<file path="src/sv/htfd_pkg.sv">
// Types, constants and the CRC function of the measurement frame decoder.
package htfd_pkg;

  // CRC-8 settings of the sensor frame.
  localparam logic [7:0] CRC_INIT = 8'hFF;
  localparam logic [7:0] CRC_POLY = 8'h31;

  // Status byte bit positions.
  localparam int STAT_BUSY_BIT   = 7;
  localparam int STAT_CRC_EN_BIT = 4;
  localparam int STAT_CAL_BIT    = 3;

  // Byte positions of the status byte and of the CRC byte, the last of the seven.
  localparam logic [2:0] POS_FIRST = 3'd0;
  localparam logic [2:0] POS_LAST  = 3'd6;

  // Result codes.
  localparam logic [1:0] RC_OK    = 2'd0;
  localparam logic [1:0] RC_BUSY  = 2'd1;
  localparam logic [1:0] RC_CRC   = 2'd2;
  localparam logic [1:0] RC_NOCAL = 2'd3;

  // Scaling constants for the fixed-point conversions.
  localparam logic [13:0] HUM_SCALE   = 14'd10000;
  localparam logic [14:0] TEMP_SCALE  = 15'd20000;
  localparam logic [14:0] TEMP_OFFSET = 15'd5000;

  // Field offsets in the result tdata, lowest bit up.
  localparam int OUT_STATUS_LSB = 0;
  localparam int OUT_RH_LSB     = 8;
  localparam int OUT_RT_LSB     = 28;
  localparam int OUT_HC_LSB     = 48;
  localparam int OUT_TC_LSB     = 62;
  localparam int OUT_DATA_W     = 80;

  // One complete frame handed from the assembler to the converter.
  typedef struct packed {
    logic [7:0]  status;
    logic [39:0] payload;
    logic        crc_match;
  } frame_t;

  // One decoded result.
  typedef struct packed {
    logic [1:0]         code;
    logic [7:0]         status;
    logic [19:0]        raw_hum;
    logic [19:0]        raw_temp;
    logic [13:0]        hum_centi;
    logic signed [14:0] temp_centi;
  } result_t;

  // CRC-8 over one byte, MSB first.
  function automatic logic [7:0] crc8_byte(input logic [7:0] crc, input logic [7:0] b);
    logic [7:0] c;
    c = crc ^ b;
    for (int i = 0; i < 8; i++) begin
      if (c[7]) begin
        c = {c[6:0], 1'b0} ^ CRC_POLY;
      end else begin
        c = {c[6:0], 1'b0};
      end
    end
    return c;
  endfunction

endpackage

</file>
<file path="src/sv/htfd_frame_asm.sv">
// Frame assembler: byte position, running CRC and payload capture.
module htfd_frame_asm (
  input  logic              clk,
  input  logic              rst_n,
  input  logic              byte_valid,
  output logic              byte_ready,
  input  logic [7:0]        rx_byte,
  input  logic              frame_start,
  output logic              frm_valid,
  input  logic              frm_ready,
  output htfd_pkg::frame_t  frm
);

  logic [2:0]       pos_r, pos_nxt;
  logic [7:0]       crc_r, crc_nxt;
  logic [7:0]       status_r, status_nxt;
  logic [39:0]      payload_r, payload_nxt;
  logic             frm_valid_r, frm_valid_nxt;
  htfd_pkg::frame_t frm_r, frm_nxt;
  logic [2:0]       pos_eff;
  logic             take;

  // A byte is taken whenever the frame register is free or being drained.
  assign byte_ready = !frm_valid_r || frm_ready;
  assign take       = byte_valid && byte_ready;

  // A start flag or an impossible position restarts the frame.
  assign pos_eff = (frame_start || (pos_r > htfd_pkg::POS_LAST)) ? htfd_pkg::POS_FIRST : pos_r;

  // Next-state logic for the frame being collected.
  always_comb begin
    pos_nxt       = pos_r;
    crc_nxt       = crc_r;
    status_nxt    = status_r;
    payload_nxt   = payload_r;
    frm_nxt       = frm_r;
    frm_valid_nxt = frm_valid_r && !frm_ready;
    if (take) begin
      if (pos_eff == htfd_pkg::POS_FIRST) begin
        status_nxt  = rx_byte;
        payload_nxt = '0;
        crc_nxt     = htfd_pkg::crc8_byte(htfd_pkg::CRC_INIT, rx_byte);
        pos_nxt     = 3'd1;
      end else if (pos_eff < htfd_pkg::POS_LAST) begin
        payload_nxt = {payload_r[31:0], rx_byte};
        crc_nxt     = htfd_pkg::crc8_byte(crc_r, rx_byte);
        pos_nxt     = pos_eff + 3'd1;
      end else begin
        frm_nxt.status    = status_r;
        frm_nxt.payload   = payload_r;
        frm_nxt.crc_match = (crc_r == rx_byte);
        frm_valid_nxt     = 1'b1;
        crc_nxt           = htfd_pkg::CRC_INIT;
        pos_nxt           = htfd_pkg::POS_FIRST;
      end
    end
  end

  // Control state and the bytes being collected are reset; the frame register is not.
  always_ff @(posedge clk) begin
    if (!rst_n) begin
      pos_r       <= htfd_pkg::POS_FIRST;
      crc_r       <= htfd_pkg::CRC_INIT;
      status_r    <= '0;
      payload_r   <= '0;
      frm_valid_r <= 1'b0;
    end else begin
      pos_r       <= pos_nxt;
      crc_r       <= crc_nxt;
      status_r    <= status_nxt;
      payload_r   <= payload_nxt;
      frm_valid_r <= frm_valid_nxt;
    end
  end

  always_ff @(posedge clk) begin
    frm_r <= frm_nxt;
  end

  assign frm_valid = frm_valid_r;
  assign frm       = frm_r;

endmodule

</file>
<file path="src/sv/htfd_convert.sv">
// Result stage: status check, raw value split and fixed-point scaling.
module htfd_convert (
  input  logic              clk,
  input  logic              rst_n,
  input  logic              frm_valid,
  output logic              frm_ready,
  input  htfd_pkg::frame_t  frm,
  output logic              res_valid,
  input  logic              res_ready,
  output htfd_pkg::result_t res
);

  logic              res_valid_r;
  htfd_pkg::result_t res_r, res_nxt;
  logic [19:0]       rh;
  logic [19:0]       rt;
  logic [33:0]       hum_prod;
  logic [34:0]       temp_prod;
  logic [14:0]       temp_scaled;
  logic [1:0]        code;

  // The result register takes a frame when it is empty or being read out.
  assign frm_ready = !res_valid_r || res_ready;

  // Status checks in priority order: busy, checksum, calibration.
  always_comb begin
    if (frm.status[htfd_pkg::STAT_BUSY_BIT]) begin
      code = htfd_pkg::RC_BUSY;
    end else if (!frm.crc_match || !frm.status[htfd_pkg::STAT_CRC_EN_BIT]) begin
      code = htfd_pkg::RC_CRC;
    end else if (!frm.status[htfd_pkg::STAT_CAL_BIT]) begin
      code = htfd_pkg::RC_NOCAL;
    end else begin
      code = htfd_pkg::RC_OK;
    end
  end

  // Scaling by 10000 and 20000 over 2^20, floored by dropping the low bits.
  assign rh          = frm.payload[39:20];
  assign rt          = frm.payload[19:0];
  assign hum_prod    = 34'(rh) * 34'(htfd_pkg::HUM_SCALE);
  assign temp_prod   = 35'(rt) * 35'(htfd_pkg::TEMP_SCALE);
  assign temp_scaled = temp_prod[34:20];

  // Error codes carry the status byte only.
  always_comb begin
    res_nxt.code   = code;
    res_nxt.status = frm.status;
    if (code == htfd_pkg::RC_OK) begin
      res_nxt.raw_hum    = rh;
      res_nxt.raw_temp   = rt;
      res_nxt.hum_centi  = hum_prod[33:20];
      res_nxt.temp_centi = $signed(temp_scaled - htfd_pkg::TEMP_OFFSET);
    end else begin
      res_nxt.raw_hum    = '0;
      res_nxt.raw_temp   = '0;
      res_nxt.hum_centi  = '0;
      res_nxt.temp_centi = '0;
    end
  end

  always_ff @(posedge clk) begin
    if (!rst_n) begin
      res_valid_r <= 1'b0;
    end else if (frm_ready) begin
      res_valid_r <= frm_valid;
    end
  end

  always_ff @(posedge clk) begin
    if (frm_valid && frm_ready) begin
      res_r <= res_nxt;
    end
  end

  assign res_valid = res_valid_r;
  assign res       = res_r;

endmodule

</file>
<file path="src/sv/humidity_temp_frame_decoder.sv">
// Top level of the humidity and temperature measurement frame decoder.
// The block takes one frame byte per cycle on the input stream and gives one
// result per seven-byte frame. The running CRC-8 is updated for a whole byte in
// a single cycle, so bytes are accepted back to back for as long as the result
// side keeps up. After its CRC byte is accepted, a frame is held in the frame
// register and then in the result register, which takes the products of the
// hundredths scaling. A set start flag (in_tuser) drops any partial frame and
// takes its byte as the status byte; without it, frames simply follow each
// other every seven bytes.
module humidity_temp_frame_decoder (
  input  logic        clk,
  input  logic        rst_n,
  input  logic        in_tvalid,
  output logic        in_tready,
  input  logic [7:0]  in_tdata,   // [7:0] rx_byte
  input  logic [0:0]  in_tuser,   // [0] frame_start
  output logic        out_tvalid,
  input  logic        out_tready,
  // [7:0] status_byte, [27:8] raw_humidity, [47:28] raw_temperature,
  // [61:48] humidity_centi, [76:62] temperature_centi, [79:77] zero
  output logic [79:0] out_tdata,
  output logic [1:0]  out_tuser   // [1:0] result_code
);

  logic              frm_valid;
  logic              frm_ready;
  htfd_pkg::frame_t  frm;
  htfd_pkg::result_t res;

  // Byte collection and CRC.
  htfd_frame_asm u_asm (
    .clk         (clk),
    .rst_n       (rst_n),
    .byte_valid  (in_tvalid),
    .byte_ready  (in_tready),
    .rx_byte     (in_tdata),
    .frame_start (in_tuser[0]),
    .frm_valid   (frm_valid),
    .frm_ready   (frm_ready),
    .frm         (frm)
  );

  // Checks, scaling and the output register.
  htfd_convert u_cnv (
    .clk       (clk),
    .rst_n     (rst_n),
    .frm_valid (frm_valid),
    .frm_ready (frm_ready),
    .frm       (frm),
    .res_valid (out_tvalid),
    .res_ready (out_tready),
    .res       (res)
  );

  // Pack the result fields, lowest field first.
  assign out_tdata = {3'b000, res.temp_centi, res.hum_centi, res.raw_temp,
                      res.raw_hum, res.status};
  assign out_tuser = res.code;

endmodule

</file>
<file path="config.mk">
export PLATFORM = sky130hd
export DESIGN_NAME = humidity_temp_frame_decoder
export DESIGN_NICKNAME = d
export VERILOG_FILES = /design/src/sv/htfd_pkg.sv /design/src/sv/htfd_frame_asm.sv /design/src/sv/htfd_convert.sv /design/src/sv/humidity_temp_frame_decoder.sv
export SDC_FILE = /design/constraint.sdc
export NUM_CORES = 1
export LEC_CHECK = 0
export BUFFER_PORTS_ARGS = -buffer_cell sky130_fd_sc_hd__buf_2
export CORE_UTILIZATION = 40
export DETAILED_ROUTE_END_ITERATION = 8
export GPL_TIMING_DRIVEN = 1
export PLACE_DENSITY_LB_ADDON = 0.2
export SYNTH_ARGS = -nofsm -noshare
export SYNTH_HDL_FRONTEND = slang
export SYNTH_SLANG_ARGS = --single-unit
</file>
<file path="constraint.sdc">
create_clock -name clk -period 5.2 [get_ports clk]
set_clock_uncertainty 0.15 [all_clocks]
set_input_delay 1.04 -clock clk [delete_from_list [all_inputs] [get_ports clk]]
set_output_delay 1.04 -clock clk [all_outputs]
set_load 0.005 [all_outputs]
</file>
# Word level (Yosys, flattened, before mapping)
# Cells that the tools add are included.
op_classes:
  n_addsub: 2
  multipliers: 2
  n_lt_le_gt_ge: 2
  eq_ne: 1
  n_mux: 64
  bitwise: 20
  reduce_logical: 18
op_table:
  columns: ["cell", "n"]
  rows:
  - ["$mux 8", 37]
  - ["$mux 6", 16]
  - ["$mux 40", 2]
  - ["$mul 20x10->30 const B", 2]
  - ["$not 3->3", 16]
  - ["$sub 15x13->15 const B", 1]
  - ["$mux 3", 3]
  - ["$eq 8x8->1", 1]
  - ["$not 8->8", 1]
  - ["$xor 8x8->8", 1]
  - ["$mux 2", 3]
  - ["$logic_not 1->1", 5]
  - ["$logic_or 1x1->1", 4]
  - ["$reduce_and 2->1", 2]
  - ["$add 3x1->3 const B", 1]
  - ["$gt 3x3->1 const B", 1]
  - ["$logic_and 1x1->1", 3]
  - ["$logic_not 3->1", 1]
  - ["$lt 3x3->1 const B", 1]
  - ["$mux 1", 3]
  - ["$reduce_and 3->1", 1]
  - ["$logic_not 2->1", 1]
  - ["$not 1->1", 2]
  - ["$reduce_bool 2->1", 1]
word_totals:
  register_bits: 189
  in_bits: 13

# Depth between registers and ports, before layout
logic_depth:
  ltp_word: 41
  depth_mapped: 22
  ltp_nobuf: 22

# By module
# From an unflattened synthesis, not the netlist that was laid out.
unflattened:
  hier_cells: 1258
  area_unflattened_um2: 13432.9
by_module_without_submodules:
  columns: ["module", "instances", "cells_each", "area_per_inst_um2", "seq_area_each_um2"]
  rows:
  - ["htfd_convert", 1, 909, 9096.2, 2392.3]
  - ["htfd_frame_asm", 1, 345, 4310.4, 2672.6]
  - ["humidity_temp_frame_decoder", 1, 4, 26.3, 0.0]

# Worst setup path after synthesis
# OpenSTA, ideal clock, no wires.
synth_path:
  kind: "input port to flip-flop"
  from: "input port out_tready"
  to: "register u_cnv.res_r, in the netlist u_cnv.res[0], enable pin"
  setup_time_ns: 0.526
  t_arrival_ns: 4.613
  slack_ns: -0.089
  path_stages: 2
  path_buffers: 0
  path_cell_list: "nor2b_1 -> nor2b_1"
synth_via:
  elab_chain_len: 2
synth_lines:
  columns: ["item", "line_no", "source"]
  rows:
  - ["start, declared", "humidity_temp_frame_decoder.sv:18", "input logic out_tready,"]
  - ["$logic_or 1x1->1", "htfd_convert.sv:23", "assign frm_ready = !res_valid_r || res_ready;"]
  - ["$logic_and 1x1->1", "htfd_convert.sv:71", "if (frm_valid && frm_ready) begin"]
  - ["end signal, assigned", "htfd_convert.sv:72", "res_r <= res_nxt;"]
  - ["end, declared", "htfd_convert.sv:14", "htfd_pkg::result_t res_r, res_nxt;"]
# Every way passes these cells.
# A chain may end at the register's enable or synchronous reset.

# Worst setup path in the final report
layout_path:
  from: "register u_asm.frm_r, in the netlist u_asm.frm[9]"
  to: "register u_cnv.res_r, in the netlist u_cnv.res[13], data pin"
layout_via:
  elab_chain_len: 2
layout_lines:
  columns: ["item", "line_no", "source"]
  rows:
  - ["start, declared", "htfd_frame_asm.sv:19", "htfd_pkg::frame_t frm_r, frm_nxt;"]
  - ["start signal, assigned", "htfd_frame_asm.sv:77", "frm_r <= frm_nxt;"]
  - ["$mul 20x10->30", "htfd_convert.sv:42", "assign temp_prod = 35'(rt) * 35'(htfd_pkg::TEMP_SCALE);"]
  - ["$sub 15x13->15", "htfd_convert.sv:53", "res_nxt.temp_centi = $signed(temp_scaled - htfd_pkg::TEMP_OFFSET);"]
# Every way passes these cells.

==> reports/qor.yml <==
status: "finished with violations"
violations: "negative setup slack"
final_core_util: 0.501
drt-total-wl_um: 27600
drc: 0
clock_path_buffers: 2
place_hpwl_um: 20600
pin_count: 97
ys_ff_latch: 189
synth-edff-count: 128
worstPathRequired_ps: 5250
critPathMaxFanout: 6
switching_power_mw: 0.820
synth_ff_type: "edfxtp_1"
ys_warn_count: 0
leakagePower_nw: 7.42
fin_area_sq_um: 16300
die_x_um: 184
die_h_um: 184
place_area_sq_um: 14800
asyncSetResetFlopFracSynth: 0
layout-drive-gt1-share: 0.248
yosys.area_share.simple: 0.0953
p_sw_frac: 0.259
clk_latency_ps: 450
grt_max_degree: 80
synthMuxAreaShare: 0.00228
fin_ws_ps: -0.910
synth_fa_ha_area_frac: 0.294
max_freq_mhz: 192
wl_per_cell_um: 14.5
syn_avg_cell_area_sq_um: 10.6
syn-cell-area_sq_um: 13200
start_util: 0.406
ys_seq_area_frac: 0.384
num-fill-cells: 2998
seqCellArea_sq_um: 5060
hold_viol_final: 0
antenna_found_initial: 0
p_int_mw: 2.35
multi_input_area_sq_um: 7620
cp.arrival_ps: 5250
hold_ws_ps: 268
cts.sinks: 189
synth_cells: 1244
fp.dieArea_sq_um: 33700
root_buffer: "clkbuf_16"
powerDensity_nw_per_um2: 195
numCtsBuffers: 17
worst_pin_slew_ps: 1080
critPathCaptureType: "register"
track_usage: 0.168
htree_levels: 4
synth_compound_area_frac: 0.0972
critPathKind: "register to register"
port_buffers: 93
antenna_cells: 0
grt_pass1_vias: 8717
fin_nets: 1716
cts_hold_buf: 0
post-route-period-util: 1.00
synthToLayoutAreaGrowth_pct: 23.3
ir_drop_v: 0.000226
dr_total_vias: 9030
clkSlewWorstSetupHoldPaths_ps: 80
comb_power_share: 0.062
core.rowCount: 66
fin_crit_ps: 5200
grt-ovfl-total: 0
worstHoldPathType: "register to register"
cts_tree: "done"
max-cap-violations: 0
antenna_left: 0
maxSlewHeadroom: 0.282
synth_top_family_by_area: "adder cells"
pwr-share-seq: 0.508
initialDrtViolationCount: 428
coreArea_sq_um: 32500
synth_xor_area_frac: 0.0405
clockPowerShare: 0.430
gp_congestion: 0.826
first_pass_iters: 5
rsz0062_at_grt: "yes"
viasPerCell: 4.75
grt_pass1_wl_um: 44400
drv_slew: 0
synth_cell_types: 67
setup_viol_count_final: 1
start_kind: "register"
## state kept, by name, indices dropped and copies added, names as in the netlist
name / cells
u_asm.crc_r: 8
u_asm.frm: 49
u_asm.frm_valid: 1
u_asm.payload_r: 40
u_asm.pos_r: 3
u_asm.status_r: 8
u_cnv.res: 79
u_cnv.res_valid: 1
## worst paths after layout
check	startpoint	to	slack [ps]	cells after the start
min reg2reg	u_asm.frm[43]	u_cnv.res[71]	270	0
min	u_asm.frm[43]	u_cnv.res[71]	270	0
max reg2reg	u_asm.frm[9]	u_cnv.res[13]	-0.9	19
max	u_asm.frm[9]	u_cnv.res[13]	-0.9	19
## cells by family (layout without fill, tap and decap cells)
| family | after synthesis | count (layout) |
|---|---|---|
| compound gates | 182 | 182 |
| mux | 3 | 3 |
| xor+xnor | 61 | 61 |
| fa+ha+maj | 255 | 255 |
| buf+inv | 297 | 512 |
| other cells | 1 | 3 |
| flops | 189 | 189 |
| simple gates | 256 | 256 |
## worst max-delay path, cell delays in order (launching register included)
cell	delay (ps)
edfxtp_1	370
inv_2	70
buf_4	140
fa_1	530
inv_1	70
ha_4	210
fa_1	540
ha_4	210
fa_1	500
ha_4	320
o21ai_2	70
o211ai_1	200
o22ai_2	140
o21a_1	270
xor2_2	190
ha_2	180
and3_4	180
o41ai_4	390
a21o_1	170
a21oi_1	60
## metal layers
layer	part of all wire	track usage	wire, um
met3	0.027	0.0230	750
met4	0.019	0.0550	512
met2	0.47	0.274	13100
met1	0.48	0.231	13300
met5	0	0	0
## power by group through the flow
| stage | clock network, mW | logic, mW | registers, mW |
|---|---|---|---|
| final | 1.36 | 0.196 | 1.61 |
| after global routing | 1.46 | 0.217 | 1.61 |
| after CTS | 1.40 | 0.193 | 1.61 |
| after detailed placement | 0 | 0.191 | 1.64 |
| after global placement | 0 | 0.191 | 1.64 |
| after floorplan | 0 | 0.158 | 1.64 |
## cell type report
| class | instances | share of cell area |
|---|---|---|
| inverters | 262 | 0.0605 |
| clock buffers | 17 | 0.0262 |
| clock inverters | 15 | 0.0122 |
| flip-flops and latches | 189 | 0.311 |
| multi-input cells | 760 | 0.469 |
| well taps | 442 | 0.0340 |
| repair buffers | 218 | 0.0870 |
## layout by cell type, fill, tap and decap left out, drive strengths merged, types with 5 or more instances in the layout
master	count
xor2	21
a22oi	41
o221ai	5
o22ai	5
xnor2	40
fa	92
inv	269
dfxtp	61
o21ai	26
edfxtp	128
nor2	76
and2	16
nand2	63
o21a	6
ha	163
clkinv	7
or3	6
o211ai	8
nand3	14
nand2b	5
and3	6
a21boi	10
a211oi	6
nor2b	46
a21oi	40
buf	218
nand4	8
a21o	8
clkbuf	17
## cell usage after synthesis (all sizes together), types with 8 or more instances
| library cell | count | area, sq um |
|---|---|---|
| a21boi | 10 | 75.1 |
| nand4 | 8 | 50.1 |
| edfxtp | 128 | 3840 |
| fa | 92 | 1840 |
| a21o | 8 | 60.1 |
| o211ai | 8 | 65.1 |
| nand2 | 63 | 236 |
| a21oi | 40 | 204 |
| nor2 | 76 | 285 |
| xor2 | 21 | 184 |
| o21ai | 26 | 130 |
| dfxtp | 61 | 1220 |
| nor2b | 46 | 288 |
| buf | 8 | 50.0 |
| a22oi | 41 | 308 |
| and2 | 16 | 100 |
| xnor2 | 40 | 350 |
| clkbuf | 27 | 101 |
| nand3 | 14 | 70.1 |
| inv | 262 | 983 |
| ha | 163 | 2040 |
## metrics by stage
stage / worst slack (ps) / setup TNS [ps] / std cells / power [mW]
floorplan: 16.3 / 0 / 1246 / 1.80
global placement: -99.1 / -311 / 1839 / 1.84
detailed placement: -122 / -568 / 1839 / 1.84
CTS: 12.7 / 0 / 1876 / 3.20
global route: -168 / -726 / 1903 / 3.29
finish: -0.910 / -0.910 / 1903 / 3.17
## repair_timing
action / 4_1_cts / 5_1_grt
pin swaps: 5 / 54
buffers inserted: 5 / 27
gates resized for setup: 18 / 108
setup endpoints to repair: 10 / 20
No activity file was read; power rests on OpenSTA's default activity.
